--- src/hw/rtl/assert_macros.svh ---
// assertion helpers, clocked on i_clk and disabled while i_rst_n is low
`ifndef ASSERT_MACROS_SVH
`define ASSERT_MACROS_SVH

// plain property check
`define PTT_ASSERT(lbl, prop, msg) \
    lbl: assert property (@(posedge i_clk) disable iff (!i_rst_n) prop) else $error(msg);

// implication check built on the plain form
`define PTT_ASSERT_IMPL(lbl, ante, cons, msg) \
    `PTT_ASSERT(lbl, (ante) |-> (cons), msg)

`endif

--- src/hw/rtl/ptt_pkg.sv ---
`default_nettype none

package ptt_pkg;

    // widths of the fixed fields, and the queue depth
    localparam int unsigned IDX_W   = 13;
    localparam int unsigned ENTRY_W = 16;
    localparam int unsigned PAGE_W  = 14;
    localparam int unsigned OFS_W   = 15;
    localparam int unsigned OFF_W   = 26;
    localparam int unsigned Q_DEPTH = 2;

    // address decode constants
    localparam logic [31:0]      PERM_MASK      = 32'hCCEF_EEFF;
    localparam logic [31:0]      BUS_MASK       = 32'h03FF_FFFF;
    localparam logic [OFF_W-1:0] CTRL_AREA_MASK = 26'h3E0_0000;
    localparam logic [OFF_W-1:0] CTRL_AREA      = 26'h360_0000;
    localparam logic [31:0]      HIGH_ADDR_MASK = 32'hFE00_0000;
    localparam logic [2:0]       CTRL_REG_SEL   = 3'h7;

    // what the back end does with an item
    typedef enum logic [1:0] {
        OP_NONE,
        OP_TRANSLATE,
        OP_CTRL,
        OP_TABLE
    } t_op_kind;

    // classified item handed from front to back
    typedef struct packed {
        t_op_kind             kind;
        logic                 mapped;
        logic [IDX_W-1:0]     index;
        logic [ENTRY_W-1:0]   entry;
        logic [1:0]           size_code;
        logic [OFS_W-1:0]     offset;
        logic                 is_write;
        logic                 privileged;
        logic                 video_en;
        logic                 sound_en;
        logic                 os_mode;
        logic                 test_fault;
    } t_op;

endpackage

`default_nettype wire

--- src/hw/rtl/ptt_front.sv ---
`default_nettype none

module ptt_front #(
    parameter int unsigned TABLE_DEPTH = 8192,
    parameter logic [31:0] CAM_BASE    = 32'd58720256
) (
    input  wire logic          i_clk,
    input  wire logic          i_rst_n,
    input  wire logic          i_valid,
    input  wire logic          i_cmd,
    input  wire logic [31:0]   i_address,
    input  wire logic          i_is_write,
    input  wire logic          i_privileged,
    output logic               o_ready,
    input  wire logic          i_q_ready,
    input  wire logic          i_init_busy,
    output logic               o_push,
    output ptt_pkg::t_op       o_op
);

    localparam logic [15:0] D1 = 16'(TABLE_DEPTH);
    localparam logic [15:0] D2 = 16'(2 * TABLE_DEPTH);
    localparam logic [15:0] D4 = 16'(4 * TABLE_DEPTH);

    logic [1:0]                  r_page_size;
    logic [1:0]                  n_page_size;
    logic                        accept;
    logic [ptt_pkg::OFF_W-1:0]   off;
    ptt_pkg::t_op_kind           kind;
    logic [6:0]                  pp7;
    logic [1:0]                  chip;
    logic [ptt_pkg::IDX_W-1:0]   tbl_lp;
    logic [ptt_pkg::IDX_W-1:0]   tr_lp;
    logic [ptt_pkg::IDX_W-1:0]   lp_raw;
    logic [15:0]                 v0;
    logic [15:0]                 v1;
    logic [15:0]                 v2;
    logic [15:0]                 v3;

    // handshake
    assign o_ready = i_q_ready && !i_init_busy;
    assign accept  = i_valid && o_ready;
    assign o_push  = accept;

    // classify the item
    always_comb begin
        off = ptt_pkg::OFF_W'(i_address & ptt_pkg::BUS_MASK);
        priority if (!i_cmd) begin
            kind = ptt_pkg::OP_TRANSLATE;
        end else if (off < ptt_pkg::CTRL_AREA) begin
            kind = ptt_pkg::OP_NONE;
        end else if ((off & ptt_pkg::CTRL_AREA_MASK) == ptt_pkg::CTRL_AREA) begin
            kind = (off[19:17] == ptt_pkg::CTRL_REG_SEL) ? ptt_pkg::OP_CTRL
                                                         : ptt_pkg::OP_NONE;
        end else if ({6'b0, off} >= CAM_BASE) begin
            kind = ptt_pkg::OP_TABLE;
        end else begin
            kind = ptt_pkg::OP_NONE;
        end
    end

    // page table write field scramble, by page size
    always_comb begin
        unique case (r_page_size)
            2'd0: begin
                pp7    = off[6:0];
                chip   = {1'b0, off[7]};
                tbl_lp = {off[11:10], off[22:12]};
            end
            2'd1: begin
                pp7    = {off[0], off[6:1]};
                chip   = {off[12], off[7]};
                tbl_lp = {1'b0, off[11:10], off[22:13]};
            end
            2'd2: begin
                pp7    = {off[1:0], off[6:2]};
                chip   = {off[12], off[7]};
                tbl_lp = {2'b0, off[11:10], off[22:14]};
            end
            default: begin
                pp7    = {off[1], off[2], off[0], off[6:3]};
                chip   = {off[12], off[7]};
                tbl_lp = {3'b0, off[11:10], off[22:15]};
            end
        endcase
    end

    // logical page and wrap into the table
    always_comb begin
        tr_lp  = i_address[24:12] >> r_page_size;
        lp_raw = (kind == ptt_pkg::OP_TABLE) ? tbl_lp : tr_lp;
        v0 = 16'(lp_raw);
        v1 = (v0 >= D4) ? v0 - D4 : v0;
        v2 = (v1 >= D2) ? v1 - D2 : v1;
        v3 = (v2 >= D1) ? v2 - D1 : v2;
    end

    // build the queued item
    always_comb begin
        o_op.kind       = kind;
        o_op.mapped     = (i_address & ptt_pkg::HIGH_ADDR_MASK) == 32'd0;
        o_op.index      = v3[ptt_pkg::IDX_W-1:0];
        o_op.entry      = {off[9:8], 5'b0, chip, pp7};
        o_op.size_code  = r_page_size;
        o_op.offset     = i_address[ptt_pkg::OFS_W-1:0] &
                          (15'h7FFF >> (2'd3 - r_page_size));
        o_op.is_write   = i_is_write;
        o_op.privileged = i_privileged;
        o_op.video_en   = off[10];
        o_op.sound_en   = off[11];
        o_op.os_mode    = off[12];
        o_op.test_fault = off[13];
    end

    // page size is tracked here so later items decode in order
    always_comb begin
        n_page_size = r_page_size;
        if (accept && kind == ptt_pkg::OP_CTRL) begin
            n_page_size = off[3:2];
        end
    end

    always_ff @(posedge i_clk) begin
        if (!i_rst_n) begin
            r_page_size <= 2'd0;
        end else begin
            r_page_size <= n_page_size;
        end
    end

endmodule

`default_nettype wire

--- config.mk ---
export PLATFORM = sky130hd
export DESIGN_NAME = ptt_front
export DESIGN_NICKNAME = d
export VERILOG_FILES = /design/src/hw/rtl/assert_macros.svh /design/src/hw/rtl/ptt_pkg.sv /design/src/hw/rtl/ptt_front.sv
export SDC_FILE = /design/constraint.sdc
export NUM_CORES = 1
export LEC_CHECK = 0
export ABC_AREA = 1
export BUFFER_PORTS_ARGS = -buffer_cell sky130_fd_sc_hd__clkbuf_2
export CAP_MARGIN = 25
export CORE_ASPECT_RATIO = 0.6
export CORE_MARGIN = 10
export CORE_UTILIZATION = 33
export DETAILED_ROUTE_END_ITERATION = 16
export PLACE_DENSITY = 0.86
export SETUP_SLACK_MARGIN = 0.02
export SLEW_MARGIN = 30
export SYNTH_ARGS = -nofsm -noshare
export SYNTH_HDL_FRONTEND = slang
export SYNTH_SLANG_ARGS = --single-unit
export TNS_END_PERCENT = 30
--- constraint.sdc ---
create_clock -name i_clk -period 1.5 [get_ports i_clk]
set_clock_uncertainty 0.2 [all_clocks]
set_input_delay 0.3 -clock i_clk [delete_from_list [all_inputs] [get_ports i_clk]]
set_output_delay 0.3 -clock i_clk [all_outputs]
set_load 0.01 [all_outputs]
==> impl_metrics.json, run 1 <==
{
  "syn_avg_cell_area_um2": 5.74,
  "r2r_setup_slack_ps": 440,
  "synthToLayoutAreaGrowth_pct": 73.5,
  "power_w": 0.000578,
  "post-place-ws_ps": -279,
  "grt_use_total_pct": 13.6,
  "drtIter0Drc": 92,
  "tritoncts": "yes",
  "fp.dieH_um": 62.5,
  "hold_buffers": 0,
  "p_per_area_nw_per_um2": 335,
  "p_sw_w": 0.000217,
  "finalSetupViolCount": 25,
  "rsz0062_at_grt": "true",
  "hp-class": "in -> reg",
  "cts_made_buffers": 3,
  "clkPwrFrac_pct": 35.9,
  "placed_cells": 295,
  "viasPerCell": 4.88,
  "final_antenna_net_count": 0,
  "grt_max_degree": 16,
  "antenna_found_initial": 0,
  "rows": 15,
  "yosysWarningCount": 0,
  "layout_min_cycle_time_ps": 1860,
  "grt_pass1_wl_mm": 6.69,
  "dr.pass1.iters": 4,
  "critPathCaptureType": "output port",
  "largest_registers": "r_page_size x2",
  "htree_levels": 1,
  "worstSetupStartpointType": "register",
  "die_w_um": 90.8,
  "worstHoldEndpoint": "r_page_size[0]$_SDFFE_PN0P_",
  "diodes": 0,
  "timing.rr.start": "r_page_size[1]$_SDFFE_PN0P_",
  "critical_path.most_common_cell": "buf_6",
  "fmax_mhz": 538,
  "finalNonFillerCells": 305,
  "start_util_pct": 34.6,
  "worst-setup-path-type": "reg -> out",
  "finalCritPeriodShare_pct": 124,
  "cts-root-buf": "clkbuf_8",
  "largest_reg_flops": 2,
  "clock_path_buffers": 2,
  "clk-insertion-delay-late_ps": 210,
  "synth_ff_type": "dfxtp_1",
  "drive_above_1_share_pct": 61.2,
  "wirelength_mm": 4.49,
  "comb_power_share_pct": 55.2,
  "worstHoldStart": "i_rst_n",
  "place.gp.congestion": 0.899,
  "drc": 0,
  "slowest_stage": "dfxtp_4",
  "final_common_cell": "clkbuf_2",
  "setup_ws_ps": -358,
  "synth_edf_count": 0,
  "place_area_um2": 1450,
  "syn_inst": 173,
  "cp_max_fo": 6,
  "hold_viol_final": 0,
  "violations": "setup timing",
  "ys_ff_latch": 2,
  "largest-register": "r_page_size",
  "hpwl_mm": 3.42,
  "r2r_cells": 5,
  "vias": 1488,
  "cp_cell_sequence": "buf_6, buf_6, nand2_4, o21ai_4, o31ai_1, buf_2",
  "final_area_um2": 1720,
  "outcome": "finished with violations",
  "rr_endpoint": "r_page_size[1]$_SDFFE_PN0P_",
  "internal_power_w": 0.000361,
  "slew_violations": 0,
  "io_pins": 97,
  "slowest_delay_ps": 370,
  "hold_depth": 3,
  "netlist_area_um2": 992,
  "clock-sinks": 2,
  "seq_power_share_pct": 8.9,
  "grt_pass1_vias": 1481,
  "die_area_um2": 5670,
  "avgRoutedWirePerCell_um": 14.7,
  "required_ps": 1000,
  "nets": 305,
  "portBuffers": 78,
  "ys_seq_area_share_pct": 4.04,
  "core_um2": 2870,
  "p_leak_nw": 0.993,
  "p_sw_share_pct": 37.6,
  "grt_overflow": 0,
  "worstSetupStartpoint": "r_page_size[0]$_SDFFE_PN0P_",
  "ir_drop_v": 0.000446,
  "final_cell_mix": "clkbuf_2, buf_4, inv_1",
  "path_clk_slew_ps": 30,
  "max-cap-violations": 0,
  "ys_types": 30,
  "synthArstFlopShare_pct": 0,
  "worst_ep_arrival_time_ps": 1360
}
## worst max-delay path: cells and delay by family, from the launching register on
kind,cells,cell delay (ps)
AO/OA/AOI/OAI,2,270
flip-flops,1,370
AND/OR/NAND/NOR,1,70
buffers and inverters,3,440
## synthesized netlist by cell type (2+ instances only)
cell       number  area share [%]
inv_1          28              11
nand4_1         2             1.3
o21ai_1         4             2.0
dfxtp_1         2             4.0
buf_4          30              23
o21ai_0        10             5.0
nand2_1        27              10
o22ai_1        12             7.6
o2111ai_1       3             2.6
inv_2           3             1.1
a22oi_1         3             2.3
nor2_1         13             4.9
a21oi_1        13             6.6
buf_6           2             2.3
nand3_1         6             3.0
## stage by stage
| stage | hold WS (ps) | setup TNS, ps | utilization (%) |
|---|---|---|---|
| 2_1_floorplan | 213 | -372 | - |
| 3_3_place_gp | 317 | -2640 | 50.6 |
| 3_5_place_dp | 328 | -3120 | 50.6 |
| 4_1_cts | 105 | -6090 | 54.9 |
| 5_1_grt | 122 | -8260 | 60.0 |
| 6_report | 110 | -6580 | 60.0 |
## kinds of logic after synthesis
kind of cell | Yosys count | synth area share, %
buffers and inverters | 64 | 37.1
other | 1 | 0.378
AND/OR/NAND/NOR | 56 | 27.5
flip-flops | 2 | 4.04
AO/OA/AOI/OAI | 50 | 31.0
## how the worst max path moves through the flow
stage          endpoint  slack (ps)  depth (start not counted)
3_5_place_dp   o_op[47]        -280                          8
3_3_place_gp   o_op[47]        -220                          8
2_1_floorplan  o_op[44]         -30                          7
6_report       o_op[50]        -360                          6
4_1_cts        o_op[47]        -340                          5
5_1_grt        o_op[44]        -410                          6
## layout make-up
type	instances	area [um2]
Tap cell	42	52.6
Multi-Input combinational cell	111	729
Inverter	31	119
Sequential cell	2	47.5
Timing Repair Buffer	116	732
Clock buffer	3	41.3
Fill cell	270	1150
## routing by layer
metal / global-route usage [%] / wire (um) / part of all wire [%]
met2: 22.7 / 2120 / 47
met1: 16.1 / 1900 / 42
met4: 3.11 / 43 / 0.96
met3: 5.16 / 430 / 9.6
met5: 0 / 0 / 0
## what timing repair did
item,4_1_cts,5_1_grt
resized for setup,18,52
pin swaps,1,11
setup endpoints to repair,26,26
buffers inserted,2,5
## power by group through the flow
stage	clock (W)	combinational, W	sequential (W)
after detailed placement	0	0.000288	0.0000554
after global routing	0.000220	0.000349	0.0000514
final	0.000207	0.000319	0.0000513
after CTS	0.000214	0.000298	0.0000514
after floorplan	0	0.000180	0.0000549
after global placement	0	0.000283	0.0000553
Power figures use the tool's default switching activity.
==> run 2, diff against run 1 <==
Settings changed: ABC_AREA 1 to 0, CORE_UTILIZATION 33 to 32, SETUP_SLACK_MARGIN 0.02 to not set.
==> run 2 against run 1 <==
Effect of this change: non-clock buffer count decreased by 14; combinational power decreased by 17%; sequential cell count unchanged; synthesized area decreased by 4.9%; the run still ends with setup timing left; sequential share of layout area increased by 0.26 points; highest routed layer unchanged; clock power increased by 13%; final cell count decreased by 29%; register-to-register slack improved by 20 ps; largest cell class is now multi-input gates; total power decreased by 4.7%.
==> impl_metrics.json, run 2 <==
{
  "cp_max_fo": 13,
  "worstSetupStartpointType": "register",
  "p_leak_nw": 0.739,
  "clkPwrFrac_pct": 42.3,
  "hpwl_mm": 2.94,
  "synthToLayoutAreaGrowth_pct": 58.1,
  "synth_common_cells": "buf_4, mux4_2, mux2i_1",
  "comb_power_share_pct": 48.3,
  "largest_registers": "r_page_size x2",
  "hp-class": "in -> reg",
  "power_w": 0.000550,
  "cp.depth": 5,
  "synth_most_common_cell": "buf_4",
  "drtIter0Drc": 31,
  "portBuffers": 78,
  "ys_seq_area_share_pct": 4.24,
  "grt_overflow": 0,
  "cts-root-buf": "clkbuf_8",
  "setup_tns_ps": -7740,
  "slowest_delay_ps": 360,
  "syn_inst": 98,
  "finalSetupViolCount": 26,
  "clock_path_buffers": 2,
  "synth_area_leaders": "mux4_2, buf_4, mux2i_1",
  "largest_reg_flops": 2,
  "synthArstFlopShare_pct": 0,
  "slew_violations": 0,
  "layout_min_cycle_time_ps": 1930,
  "tritoncts": "yes",
  "m1WireLength_mm": 1.42,
  "ir_drop_v": 0.000271,
  "met3_length_um": 257,
  "nets": 216,
  "cts_made_buffers": 3,
  "die_w_um": 90.1,
  "max-cap-violations": 0,
  "wl_met2_mm": 1.66,
  "clk-insertion-delay-late_ps": 220,
  "grt_pass1_wl_mm": 5.43,
  "fmax_mhz": 518,
  "antenna_found_initial": 0,
  "path_clk_slew_ps": 30,
  "yosysTopAreaCell": "mux4_2",
  "seq_power_share_pct": 9.4,
  "die_area_um2": 5590,
  "internal_power_w": 0.000369,
  "worst_path_dominant_cell_family": "multiplexers",
  "num-fill-cells": 284,
  "viasPerCell": 4.79,
  "crit_buf_inv": 2,
  "ys_types": 30,
  "fp.dieH_um": 62.1,
  "p_sw_w": 0.000182,
  "timing.rr.start": "r_page_size[1]$_SDFFE_PN0P_",
  "yosys.area.top_type_share_pct": 28.6,
  "drive_above_1_share_pct": 75.4,
  "synth_ff_type": "dfxtp_1",
  "largest-register": "r_page_size",
  "rsz0062_at_grt": "true",
  "endpoint": "o_op[47]",
  "grt_max_degree": 14,
  "drc": 0,
  "p_sw_share_pct": 33.0,
  "core_um2": 2850,
  "critPathCaptureType": "output port",
  "rows": 15,
  "finalCritPeriodShare_pct": 129,
  "final_common_cell": "clkbuf_2",
  "outcome": "finished with violations",
  "required_ps": 1000,
  "grt_use_total_pct": 11.9,
  "start_util_pct": 33.1,
  "setup_ws_ps": -432,
  "netlist_area_um2": 943,
  "worst_ep_arrival_time_ps": 1430,
  "cp_cell_sequence": "buf_12, mux2i_4, mux2_4, a21oi_4, buf_6",
  "slowest_stage": "dfxtp_4",
  "synth_edf_count": 0,
  "r2r_setup_slack_ps": 460,
  "worstSetupStartpoint": "r_page_size[0]$_SDFFE_PN0P_",
  "worst-setup-path-type": "reg -> out",
  "avgRoutedWirePerCell_um": 15.4,
  "clock-sinks": 2,
  "dr.pass1.iters": 4,
  "grt_pass1_vias": 1104,
  "wirelength_mm": 3.35,
  "violations": "setup timing",
  "hold_buffers": 0,
  "ys_ff_latch": 2,
  "rr_endpoint": "r_page_size[1]$_SDFFE_PN0P_",
  "vias": 1040,
  "final_cell_mix": "clkbuf_2, buf_4, mux4_2",
  "diodes": 0,
  "io_pins": 97,
  "place.gp.congestion": 0.778,
  "top_layer_used": "met4",
  "yosysWarningCount": 0,
  "final_antenna_net_count": 0,
  "syn_avg_cell_area_um2": 9.63,
  "hold_viol_final": 0,
  "htree_levels": 1,
  "r2r_cells": 4,
  "p_per_area_nw_per_um2": 369
}
==> run 2: how the worst min path moves through the flow <==
stage / start / end / cells after the start
after CTS: i_rst_n / r_page_size[0]$_SDFFE_PN0P_ / 3
after global placement: i_rst_n / r_page_size[0]$_SDFFE_PN0P_ / 3
final: i_rst_n / r_page_size[0]$_SDFFE_PN0P_ / 3
after global routing: i_rst_n / r_page_size[0]$_SDFFE_PN0P_ / 3
after floorplan: i_address[2] / r_page_size[0]$_SDFFE_PN0P_ / 2
after detailed placement: i_rst_n / r_page_size[0]$_SDFFE_PN0P_ / 3
==> run 2: layout make-up <==
type / instances / area (um2) / share of cell area (%)
timing repair buffer: 102 / 628 / 42.1
sequential: 2 / 45.0 / 3.02
inverter: 1 / 3.75 / 0.252
multi-input combinational: 66 / 717 / 48.1
tap: 42 / 52.6 / 3.52
clock buffer: 4 / 45.0 / 3.02
==> run 2: logic make-up after synthesis <==
logic type / after synthesis / synth area share (%)
buf+inv: 34 / 27.6
simple gates: 26 / 18.3
mux: 23 / 40.8
compound gates: 12 / 8.62
flops: 2 / 4.24
other cells: 1 / 0.397
==> run 2: power by group through the flow <==
| stage | clock network [W] | logic, W | registers (W) |
|---|---|---|---|
| 5_1_grt | 0.000246 | 0.000290 | 0.0000518 |
| 6_report | 0.000233 | 0.000266 | 0.0000518 |
| 2_1_floorplan | 0 | 0.000161 | 0.0000525 |
| 3_3_place_gp | 0 | 0.000253 | 0.0000525 |
| 3_5_place_dp | 0 | 0.000257 | 0.0000525 |
| 4_1_cts | 0.000240 | 0.000262 | 0.0000518 |
==> run 2: per-stage QoR <==
step	hold WS (ps)	instances	cell area [um2]	worst slack, ps	utilization, %
floorplan	232	102	1010	-86.8	-
detailed placement	364	211	1370	-265	48.1
CTS	138	217	1460	-445	51.3
finish	145	217	1490	-432	52.3
global route	181	217	1490	-487	52.3
global placement	365	211	1370	-201	48.1
==> run 2: timing repair <==
action | in CTS | in global routing
pin swaps | 4 | 0
setup endpoints to repair | 26 | 26
gates resized for setup | 9 | 12
buffers inserted | 2 | 0
==> run 2: routing by layer <==
metal  vias up  GRT usage [%]
met5         -              0
met4         0           3.38
met3         2           4.32
met2        54           21.1
met1       488           13.5
li1        496              -
==> run 2: tightest hold or removal path, cell delays in order <==
cell and delay, ps:
clkbuf_2 100, nand2_1 60, mux2i_1 50
