### src/hw/rtl/assert_macros.svh
// assertion helpers, clocked on i_clk and disabled while i_rst_n is low
`ifndef ASSERT_MACROS_SVH
`define ASSERT_MACROS_SVH

// plain property check
`define PTT_ASSERT(lbl, prop, msg) \
    lbl: assert property (@(posedge i_clk) disable iff (!i_rst_n) prop) else $error(msg);

// implication check built on the plain form
`define PTT_ASSERT_IMPL(lbl, ante, cons, msg) \
    `PTT_ASSERT(lbl, (ante) |-> (cons), msg)

`endif

### src/hw/rtl/ptt_pkg.sv
`default_nettype none

package ptt_pkg;

    // widths of the fixed fields, and the queue depth
    localparam int unsigned IDX_W   = 13;
    localparam int unsigned ENTRY_W = 16;
    localparam int unsigned PAGE_W  = 14;
    localparam int unsigned OFS_W   = 15;
    localparam int unsigned OFF_W   = 26;
    localparam int unsigned Q_DEPTH = 2;

    // address decode constants
    localparam logic [31:0]      PERM_MASK      = 32'hCCEF_EEFF;
    localparam logic [31:0]      BUS_MASK       = 32'h03FF_FFFF;
    localparam logic [OFF_W-1:0] CTRL_AREA_MASK = 26'h3E0_0000;
    localparam logic [OFF_W-1:0] CTRL_AREA      = 26'h360_0000;
    localparam logic [31:0]      HIGH_ADDR_MASK = 32'hFE00_0000;
    localparam logic [2:0]       CTRL_REG_SEL   = 3'h7;

    // what the back end does with an item
    typedef enum logic [1:0] {
        OP_NONE,
        OP_TRANSLATE,
        OP_CTRL,
        OP_TABLE
    } t_op_kind;

    // classified item handed from front to back
    typedef struct packed {
        t_op_kind             kind;
        logic                 mapped;
        logic [IDX_W-1:0]     index;
        logic [ENTRY_W-1:0]   entry;
        logic [1:0]           size_code;
        logic [OFS_W-1:0]     offset;
        logic                 is_write;
        logic                 privileged;
        logic                 video_en;
        logic                 sound_en;
        logic                 os_mode;
        logic                 test_fault;
    } t_op;

endpackage

`default_nettype wire

### src/hw/rtl/ptt_queue.sv
`default_nettype none

module ptt_queue (
    input  wire logic          i_clk,
    input  wire logic          i_rst_n,
    input  wire logic          i_push,
    input  wire ptt_pkg::t_op  i_op,
    output logic               o_ready,
    input  wire logic          i_pop,
    output logic               o_valid,
    output ptt_pkg::t_op       o_op
);

    localparam int unsigned PW = $clog2(ptt_pkg::Q_DEPTH);
    localparam int unsigned CW = $clog2(ptt_pkg::Q_DEPTH + 1);

    ptt_pkg::t_op    r_slot [ptt_pkg::Q_DEPTH];
    logic [PW-1:0]   r_wr_ptr;
    logic [PW-1:0]   r_rd_ptr;
    logic [CW-1:0]   r_count;
    logic [CW-1:0]   n_count;
    logic            do_push;
    logic            do_pop;

    assign o_ready = r_count != CW'(ptt_pkg::Q_DEPTH);
    assign o_valid = r_count != '0;
    assign o_op    = r_slot[r_rd_ptr];
    assign do_push = i_push && o_ready;
    assign do_pop  = i_pop && o_valid;

    // occupancy
    always_comb begin
        n_count = r_count;
        if (do_push && !do_pop) begin
            n_count = r_count + CW'(1);
        end else if (do_pop && !do_push) begin
            n_count = r_count - CW'(1);
        end
    end

    // pointers and count
    always_ff @(posedge i_clk) begin
        if (!i_rst_n) begin
            r_wr_ptr <= '0;
            r_rd_ptr <= '0;
            r_count  <= '0;
        end else begin
            r_count <= n_count;
            if (do_push) begin
                r_wr_ptr <= r_wr_ptr + PW'(1);
            end
            if (do_pop) begin
                r_rd_ptr <= r_rd_ptr + PW'(1);
            end
        end
    end

    // storage
    always_ff @(posedge i_clk) begin
        if (do_push) begin
            r_slot[r_wr_ptr] <= i_op;
        end
    end

endmodule

`default_nettype wire

### config.mk
export PLATFORM = sky130hd
export DESIGN_NAME = ptt_queue
export DESIGN_NICKNAME = d
export VERILOG_FILES = /design/src/hw/rtl/assert_macros.svh /design/src/hw/rtl/ptt_pkg.sv /design/src/hw/rtl/ptt_queue.sv
export SDC_FILE = /design/constraint.sdc
export NUM_CORES = 1
export LEC_CHECK = 0
export ABC_AREA = 1
export BUFFER_PORTS_ARGS = -buffer_cell sky130_fd_sc_hd__buf_2
export CORE_ASPECT_RATIO = 0.5
export CORE_UTILIZATION = 56
export DETAILED_ROUTE_END_ITERATION = 8
export PLACE_DENSITY_LB_ADDON = 0.05
export REMOVE_ABC_BUFFERS = 1
export SETUP_SLACK_MARGIN = 0.05
export SLEW_MARGIN = 20
export SYNTH_ARGS = -nofsm -noshare
export SYNTH_HDL_FRONTEND = slang
export SYNTH_SLANG_ARGS = --single-unit
export TNS_END_PERCENT = 10
### constraint.sdc
create_clock -name i_clk -period 11.3 [get_ports i_clk]
set_input_delay 2.825 -clock i_clk [delete_from_list [all_inputs] [get_ports i_clk]]
set_output_delay 2.825 -clock i_clk [all_outputs]
set_load 0.02 [all_outputs]
==> out/metrics.cfg, run 1 <==
[route]
drc=0
route.met3.wl_um=477
topRoutingLayerUsed=met4
wire_per_inst_um=15.58
vias=2233
via_per_inst=4.886
wl_um=7119
dr.pass1.iters=4
drt_iter0_markers=137
ant_nets=0
wl_met1_um=2959
wl_met2_um=3538

[timing]
finalSetupViolCount=0
finalMaxSlewViolations=0
slew-limit-headroom=0.3346
fin_setup_tns_ns=0
timing.hold.ws_ns=0.5208
finalHoldViolCount=0
worst_slew_pin_slew_ns=0.9982
fin_crit_ns=4.832
fin_worst_skew_ns=0.006727
rsz0062_at_grt=no
min_period_over_period=0.4276
setup_ws_ns=6.468
max_freq_ghz=0.2070

[power]
power.switching_uw=375.3
pwr-share-comb=0.232
totalPowerFinal_mw=1.357
clockPowerShare=0.335
p_seq_frac=0.433
switching_share=0.2765
vdd.ir_drop.worst_uv=171.7
powerDensity_nw_per_um2=242.4
p_leak_nw=2.249
power.internal_uw=982.1

[logic_synthesis]
synth_seq_cells=115
synth_fa_ha_area_frac=0.002804
yosysUniqueCellTypes=15
avgSynthCellArea_um2=21.45
synth_top_family_by_area=multiplexers
yosys.area_share.simple=0.01683
ys_warn_count=0
synth.mux.area_fraction=0.1809
yosys.area.top_type=edfxtp_1
syn-cell-area_um2=4462
synth_compound_area_frac=0.005048
seq_area_frac_synth=0.7628
synth_cells=208
synth_top_area_share=0.7403
netlist_top_cells_area=edfxtp_1, mux2_4, buf_12
yosys.area_share.xor_xnor=0

[outcome]
status=complete, no violations

[die]
io_pins=116
dieHeight_um=65.12
die_x_um=128.2
die-area_um2=8350
core_um2=7515
rows=22
start_util=0.5937

[clocking]
cts_root_buf=clkbuf_16
cts_tree=done
htree_levels=4
cts_buffers=17
path_clk_slew_ns=0.04
cts_hold_buf=0
cts_setup_buffers=0
cts_resized=0
cts_sinks=115
clkLatencyLatePin_ns=0.40
cts_buffer_depth=2

[worst_setup_path]
cp_max_fo=55
endpoint_kind=primary output
worstPathRequired_ns=8.48
r2r_setup_slack_ns=9.50
worstPathArrival_ns=2.01
start_kind=flip-flop
critPathKind=reg -> out

[run]
max_cap_violations=0

[cells_and_area]
fillCellCount=476
diodes=0
layout-drive-gt1-share=0.5645
syn_to_final_growth_pct=25.52
nNetsFinal=398

[global_route]
grt_max_degree=56
antenna_found_initial=0
grt_usage=0.1875
grt_pass1_vias=2302
grt_pass1_wl_um=10960
grt-ovfl-total=0

[place]
preCtsSetupSlack_ns=6.852
hpwl_um=4440
io_buffers=115
place_congestion=0.7082

[hold_path]
hold_path_class=reg -> reg

-- final cells by class --
class / count / area [µm²] / share of cell area
multi-input combinational: 79 / 932.1 / 0.1664
clock inverter: 10 / 68.82 / 0.01229
timing repair buffer: 117 / 590.6 / 0.1055
clock buffer: 20 / 436.7 / 0.07797
sequential: 115 / 3407 / 0.6084
tap: 108 / 135.1 / 0.02413
inverter: 8 / 30.03 / 0.005362
-- power groups by stage --
stage          Sequential, mW  Combinational (mW)  Clock (mW)
6_report                0.587               0.315       0.455
5_1_grt                 0.595               0.338       0.484
4_1_cts                 0.589               0.320       0.463
3_5_place_dp            0.597               0.319           0
3_3_place_gp            0.592               0.312           0
2_1_floorplan           0.587               0.237           0
-- worst paths after layout --
path	to	startpoint	depth (start not counted)
setup reg to reg	r_slot[0][14]	r_count[0]	5
hold reg to reg	r_rd_ptr	r_rd_ptr	2
setup / recovery	o_op[34]	flip-flop	2
hold / removal	r_rd_ptr	r_rd_ptr	2
-- sequential cells by signal, summed over array words and instances (netlist names), named ones only --
signal and cells:
r_count 2, r_wr_ptr 1, r_slot 110, r_rd_ptr 1
-- placed cells by master (no fill, tap or decap), types with 2 or more instances in the layout --
master     synthesis  layout
nor2_1             8       6
edfxtp_1         110     110
mux2_2             5       5
clkbuf_1           0       3
mux2_4            50      50
nand2_1            9       9
dfxtp_1            5       4
buf_2              0     115
nor2_4             0       2
clkinv_2           0       4
clkbuf_16          0      17
inv_1              8       8
o21ai_0            2       2
buf_4              0       2
clkinv_1           0       5
-- stage by stage --
step           instances    util  area [µm²]
6_report             457  0.7453        5600
5_1_grt              457  0.7453        5600
4_1_cts              457  0.7453        5600
3_5_place_dp         427  0.6780        5095
3_3_place_gp         427  0.6780        5095
2_1_floorplan        202       -        4350
-- cells in the mapped netlist --
master    number
mux2_4        50
o21a_1         1
nand3_1        1
ha_1           1
inv_1          8
nand4_1        1
buf_12         5
edfxtp_1     110
o21ai_0        2
dfxtp_1        5
a21oi_1        1
buf_6          1
nand2_1        9
mux2_2         5
nor2_1         8
-- critical path, cell delays in order, from the launching register on --
cell and delay [ns]:
dfxtp_4 1.01, mux2_2 0.42, buf_2 0.16
-- routing by layer --
layer,up-vias,GRT usage
li1,1059,-
met1,1083,0.2091
met2,75,0.3095
met3,16,0.07492
met4,0,0.1118
met5,-,0
-- logic make-up (layout without fill, tap and decap cells) --
group                    Yosys count  in the layout
AO/OA/AOI/OAI                      4              4
adder cells (fa/ha/maj)            1              1
buffers and inverters             14            155
flip-flops                       115            115
multiplexers                      55             55
AND/OR/NAND/NOR                   19             19
(Power assumes the default switching activity.)
==> run 2, diff against run 1 <==
--- a/config.mk
+++ b/config.mk
@@ -5,10 +5,10 @@
 export SDC_FILE = /design/constraint.sdc
 export NUM_CORES = 1
 export LEC_CHECK = 0
-export ABC_AREA = 1
+export ABC_AREA = 0
 export BUFFER_PORTS_ARGS = -buffer_cell sky130_fd_sc_hd__buf_2
 export CORE_ASPECT_RATIO = 0.5
-export CORE_UTILIZATION = 56
+export CORE_UTILIZATION = 47
 export DETAILED_ROUTE_END_ITERATION = 8
 export PLACE_DENSITY_LB_ADDON = 0.05
 export REMOVE_ABC_BUFFERS = 1
==> constraint.sdc (replaced) <==
create_clock -name i_clk -period 4.2 [get_ports i_clk]
set_input_delay 1.05 -clock i_clk [delete_from_list [all_inputs] [get_ports i_clk]]
set_output_delay 1.05 -clock i_clk [all_outputs]
set_load 0.02 [all_outputs]
==> out/metrics.cfg, run 2 <==
[clocking]
cts_sinks=115  ; unchanged
clkLatencyLatePin_ns=0.40  ; about the same
path_clk_slew_ns=0.05  ; about the same
cts_root_buf=clkbuf_16
cts_buffers=17  ; unchanged
cts_buffer_depth=2  ; unchanged
cts_tree=done
cts_hold_buf=0  ; unchanged
cts_setup_buffers=0  ; unchanged
htree_levels=4  ; unchanged
cts_resized=0  ; unchanged

[logic_synthesis]
synth_edf_count=110  ; unchanged
synth_common_cells=edfxtp_1, mux2_2, buf_4, dfxtp_1, and2_1
syn-cell-area_um2=4208  ; -5.7%
synth.most_common_cell=edfxtp_1
yosysUniqueCellTypes=20  ; +5
netlist_top_cells_area=edfxtp_1, mux2_2, dfxtp_1
ys_warn_count=0  ; unchanged
synth_cells=195  ; -6.3%
async_flop_share=0  ; unchanged
synth_top_area_share=0.7850  ; +0.04469
avgSynthCellArea_um2=21.58  ; +0.59%
seq_area_frac_synth=0.8088  ; +0.04604
yosys.area.top_type=edfxtp_1
synth_flop_cell=edfxtp_1
synth_seq_cells=115  ; unchanged

[place]
hpwl_um=4564  ; +2.8%
place_congestion=0.6982  ; -1.4%
io_buffers=115  ; unchanged

[worst_setup_path]
worstPathArrival_ns=2.02  ; about the same
critPathKind=reg -> out
worst_path_largest_cell_delay_ns=0.78  ; -0.23 ns
worstPathRequired_ns=3.15  ; -5.33 ns
start_kind=flip-flop
cp_max_fo=28  ; -49%
crit_path_cell_trace=buf_12, mux2_2, buf_2
endpoint_kind=primary output
critPathTopFamily=flip-flops
critPathBufInv=2  ; +1
cpMaxStageDelayCell=dfxtp_2

[timing]
rsz0062_at_grt=no
worst_slew_pin_slew_ns=0.7159  ; -0.2823 ns
finalMaxSlewViolations=0  ; unchanged
timing.hold.ws_ns=0.5608  ; +0.03997 ns
fin_crit_ns=3.066
fin_worst_skew_ns=0.005536  ; -0.001191 ns
max_freq_ghz=0.3262
min_period_over_period=0.7300
finalSetupViolCount=0  ; unchanged
slew-limit-headroom=0.5228  ; +0.1882
fin_setup_tns_ns=0  ; unchanged
finalHoldViolCount=0  ; unchanged

[route]
dr.pass1.iters=4  ; unchanged
via_per_inst=4.861  ; -0.52%
wl_um=7243  ; +1.7%
drc=0  ; unchanged
drt_iter0_markers=84  ; -39%
vias=2197  ; -1.6%
wire_per_inst_um=16.02  ; +2.9%
ant_nets=0  ; unchanged

[cells_and_area]
largest_reg_flops=110  ; unchanged
final_cell_mix=buf_2, edfxtp_1, mux2_2
syn_to_final_growth_pct=32.41
diodes=0  ; unchanged
regArea_um2=3405  ; about the same
multi_input_comb_area_um2=759.5  ; -19%
layout-drive-gt1-share=0.6118  ; +0.04729
nNetsFinal=387  ; -2.8%
top_regs=r_slot (110), r_count (2)
fillCellCount=602  ; +26%
final_common_cell=buf_2
regMostFlops=r_slot

[die]
io_pins=116  ; unchanged
core_um2=8346  ; +11%
start_util=0.5042  ; -0.08954
die_x_um=135.8  ; +5.9%
rows=23  ; +4.5%
die-area_um2=9358  ; +12%
dieHeight_um=68.91  ; +5.8%

[global_route]
antenna_found_initial=1  ; +1
grt_pass1_vias=2178  ; -5.4%
grt_pass1_wl_um=10670  ; -2.6%
grt_max_degree=50  ; -11%
grt-ovfl-total=0  ; unchanged
grt_usage=0.1643  ; -0.02316

[hold_path]
hold_path_class=reg -> reg

[power]
p_leak_nw=2.126  ; -5.5%
powerDensity_nw_per_um2=705.7  ; +190%
vdd.ir_drop.worst_uv=529.9  ; +210%

[run]
max_cap_violations=0  ; unchanged

[outcome]
status=complete, no violations

run 2: changes by cell type after synthesis, moves of 4 or more:
cell / change
and2_1: +4
buf_12: -5
buf_4: +5
inv_1: -7
mux2_2: +50
mux2_4: -50
nand2_1: -9
nor2_1: -8
run 2: metrics by stage:
stage | cells | total power [mW] | utilization | instance area [µm²] | setup slack, ns
global placement | 420 | 2.389 | 0.5903 | 4926 | 1.548
floorplan | 189 | 2.112 | - | 4165 | 1.198
global route | 452 | 4.096 | 0.6676 | 5572 | 1.018
CTS | 452 | 3.990 | 0.6676 | 5572 | 1.081
detailed placement | 420 | 2.409 | 0.5903 | 4926 | 1.523
finish | 452 | 3.932 | 0.6676 | 5572 | 1.134
run 2: worst paths after layout:
| path | slack, ns | cells past startpoint | end | start |
|---|---|---|---|---|
| max reg2reg | 2.38 | 4 | r_slot[0][40] | r_count[0] |
| min | 0.56 | 2 | r_count[1] | r_count[1] |
| min reg2reg | 0.56 | 2 | r_count[1] | r_count[1] |
| max | 1.13 | 3 | o_op[45] | flip-flop |
run 2: layout make-up:
| class | instances | area share |
|---|---|---|
| clock buffers | 19 | 0.07770 |
| flip-flops and latches | 115 | 0.6110 |
| multi-input cells | 73 | 0.1363 |
| repair buffers | 119 | 0.1109 |
| inverters | 1 | 0.0006737 |
| clock inverters | 13 | 0.03818 |
| well taps | 112 | 0.02515 |
run 2: per-layer routing:
layer / share of wire / track usage
met5: 0.0018 / 0
met4: 0.0091 / 0.1011
met3: 0.071 / 0.06652
met1: 0.42 / 0.1800
met2: 0.50 / 0.2768
run 2: worst reg2reg max path, stage by stage (launching register included):
cell and delay [ns]:
dfxtp_1 0.41, nand2b_4 0.18, nand3b_1 0.10, inv_2 0.15, buf_4 0.58
run 2: kinds of logic after synthesis:
kind of cell,after synthesis,synth area share
buf+inv,7,0.01100
mux,55,0.1472
compound gates,5,0.008325
xor+xnor,3,0.006246
flops,115,0.8088
fa+ha+maj,1,0.002973
simple gates,9,0.01546
run 2: report_power, final:
part | internal [mW] | total (mW) | switching (mW) | leakage [nW]
clock network | 1.10 | 1.56 | 0.459 | 0.319
logic | 0.369 | 0.855 | 0.486 | 0.738
registers | 1.44 | 1.52 | 0.0799 | 1.07
total | 2.91 | 3.93 | 1.03 | 2.13
==> run 3, diff against run 2 <==
==> constraint.sdc (replaced) <==
create_clock -name i_clk -period 2.5 [get_ports i_clk]
set_input_delay 0.625 -clock i_clk [delete_from_list [all_inputs] [get_ports i_clk]]
set_output_delay 0.625 -clock i_clk [all_outputs]
set_load 0.02 [all_outputs]
==> out/metrics.cfg, run 3 (synthesis results as in run 2) <==
[timing]
finalSetupViolCount=0  ; unchanged
fin_worst_skew_ns=0.003821  ; -0.001715 ns
worst_slew_pin_slew_ns=0.4237  ; -0.2922 ns
finalHoldViolCount=0  ; unchanged
slew-limit-headroom=0.7176  ; +0.1948
rsz0062_at_grt=no
min_period_over_period=0.8896
max_freq_ghz=0.4496
finalMaxSlewViolations=0  ; unchanged
fin_crit_ns=2.224

[route]
drc=0  ; unchanged
ant_nets=0  ; unchanged
vias=2190  ; -0.32%
drt_iter0_markers=122  ; +45%
dr.pass1.iters=4  ; unchanged
wire_per_inst_um=15.80  ; -1.4%
via_per_inst=4.834  ; -0.54%
wl_um=7157  ; -1.2%

[clocking]
cts_setup_buffers=0  ; unchanged
cts_root_buf=clkbuf_16
cts_hold_buf=0  ; unchanged
cts_sinks=115  ; unchanged
clkLatencyLatePin_ns=0.39  ; about the same
htree_levels=4  ; unchanged
cts_tree=done
path_clk_slew_ns=0.05  ; about the same
cts_buffers=17  ; unchanged
cts_resized=0  ; unchanged
cts_buffer_depth=2  ; unchanged

[place]
dp.cells=421  ; +0.24%
placed_area_um2=4933  ; +0.15%
io_buffers=115  ; unchanged
hpwl_um=4470  ; -2.1%
place_congestion=0.6848  ; -1.9%

[worst_setup_path]
critPathKind=reg -> out
worst_path_largest_cell_delay_ns=0.39  ; -0.39 ns
endpoint_kind=primary output
start_kind=flip-flop
cp_max_fo=55  ; +96%
cpMaxStageDelayCell=mux2_2
worstPathRequired_ns=1.88  ; -1.27 ns
worstPathArrival_ns=1.60  ; -0.42 ns
crit_path_cell_trace=buf_12, mux2_2, buf_2

[global_route]
grt-ovfl-total=0  ; unchanged
grt_usage=0.1612  ; -0.003174
grt_pass1_vias=2231  ; +2.4%
grt_max_degree=56  ; +12%
grt_pass1_wl_um=10560  ; -1.1%
antenna_found_initial=0  ; -1

[cells_and_area]
final_area_um2=5555  ; -0.29%
layout-drive-gt1-share=0.6100  ; -0.001794
final_core_util=0.6657  ; -0.001949
final_common_cell=buf_2
final_cell_mix=buf_2, edfxtp_1, mux2_2
diodes=0  ; unchanged
finalNonFillerCells=453  ; +0.22%
top_regs=r_slot (110), r_count (2)
fillCellCount=610  ; +1.3%
syn_to_final_growth_pct=32.03
regMostFlops=r_slot
nNetsFinal=388  ; +0.26%
largest_reg_flops=110  ; unchanged

[power]
vdd.ir_drop.worst_uv=617.5  ; +17%
switching_share=0.2647  ; +0.004019
power.switching_mw=1.723  ; +68%
powerDensity_nw_per_um2=1172  ; +66%
power.internal_mw=4.786  ; +65%
p_seq_frac=0.382  ; -0.004
clockPowerShare=0.387  ; -0.010
pwr-share-comb=0.231  ; +0.014
p_leak_nw=2.115  ; -0.53%

[die]
io_pins=116  ; unchanged
start_util=0.5042  ; unchanged
rows=23  ; unchanged
dieHeight_um=68.91  ; unchanged
die_x_um=135.8  ; unchanged
core_um2=8346  ; unchanged
die-area_um2=9358  ; unchanged

[hold_path]
hold_path_class=in -> reg

[run]
max_cap_violations=0  ; unchanged

[outcome]
status=complete, no violations

-- run 3: cell count changes in the layout (fill, tap and decap cells not counted), sizes merged --
cell / previous run / this run
bufinv: 6 / 5
clkinvlp: 0 / 1
buf: 119 / 120
-- run 3: path summary, 6_finish.rpt --
check	depth (start not counted)	slack, ns	endpoint	start
worst max register to register	5	0.90	r_count[1]	r_count[0]
worst min-delay path	1	0.42	r_slot[1][15]	i_op[15]
worst max-delay path	3	0.28	o_op[40]	flip-flop
worst min register to register	2	0.56	r_count[1]	r_count[1]
-- run 3: final cells by class --
| cell class | instances | area [µm²] | share of cell area |
|---|---|---|---|
| Clock buffer | 19 | 432.9 | 0.07793 |
| Tap cell | 112 | 140.1 | 0.02523 |
| Timing Repair Buffer | 120 | 625.6 | 0.1126 |
| Sequential cell | 115 | 3405 | 0.6128 |
| Inverter | 1 | 3.754 | 0.0006757 |
| Clock inverter | 13 | 188.9 | 0.03401 |
| Multi-Input combinational cell | 73 | 759.5 | 0.1367 |
-- run 3: through the flow --
stage          setup slack, ns  hold slack (ns)  power, mW  TNS (ns)
5_1_grt                 0.2104           0.3972      6.773         0
2_1_floorplan         -0.07681           0.5124      3.549    -4.224
3_3_place_gp            0.7003           0.5255      4.010         0
4_1_cts                 0.2571           0.4007      6.579         0
3_5_place_dp            0.6944           0.5493      4.044         0
6_report                0.2759           0.4178      6.509         0
-- run 3: power by group through the flow --
stage	registers (mW)	logic (mW)	clock network [mW]
after CTS	2.49	1.53	2.56
after floorplan	2.59	0.959	0
after global routing	2.51	1.62	2.65
after global placement	2.51	1.50	0
after detailed placement	2.53	1.52	0
final	2.49	1.50	2.52
-- run 3: critical path: cells and delay by family, from the launching register on --
family,cells,cell delay (ns)
flip-flops,1,0.34
multiplexers,1,0.39
buffers and inverters,2,0.45
-- run 3: layer usage --
layer | GRT usage | routed length (µm)
met4 | 0.08427 | 94
met3 | 0.06140 | 418
met5 | 0 | 0
met1 | 0.1816 | 3139
met2 | 0.2749 | 3505
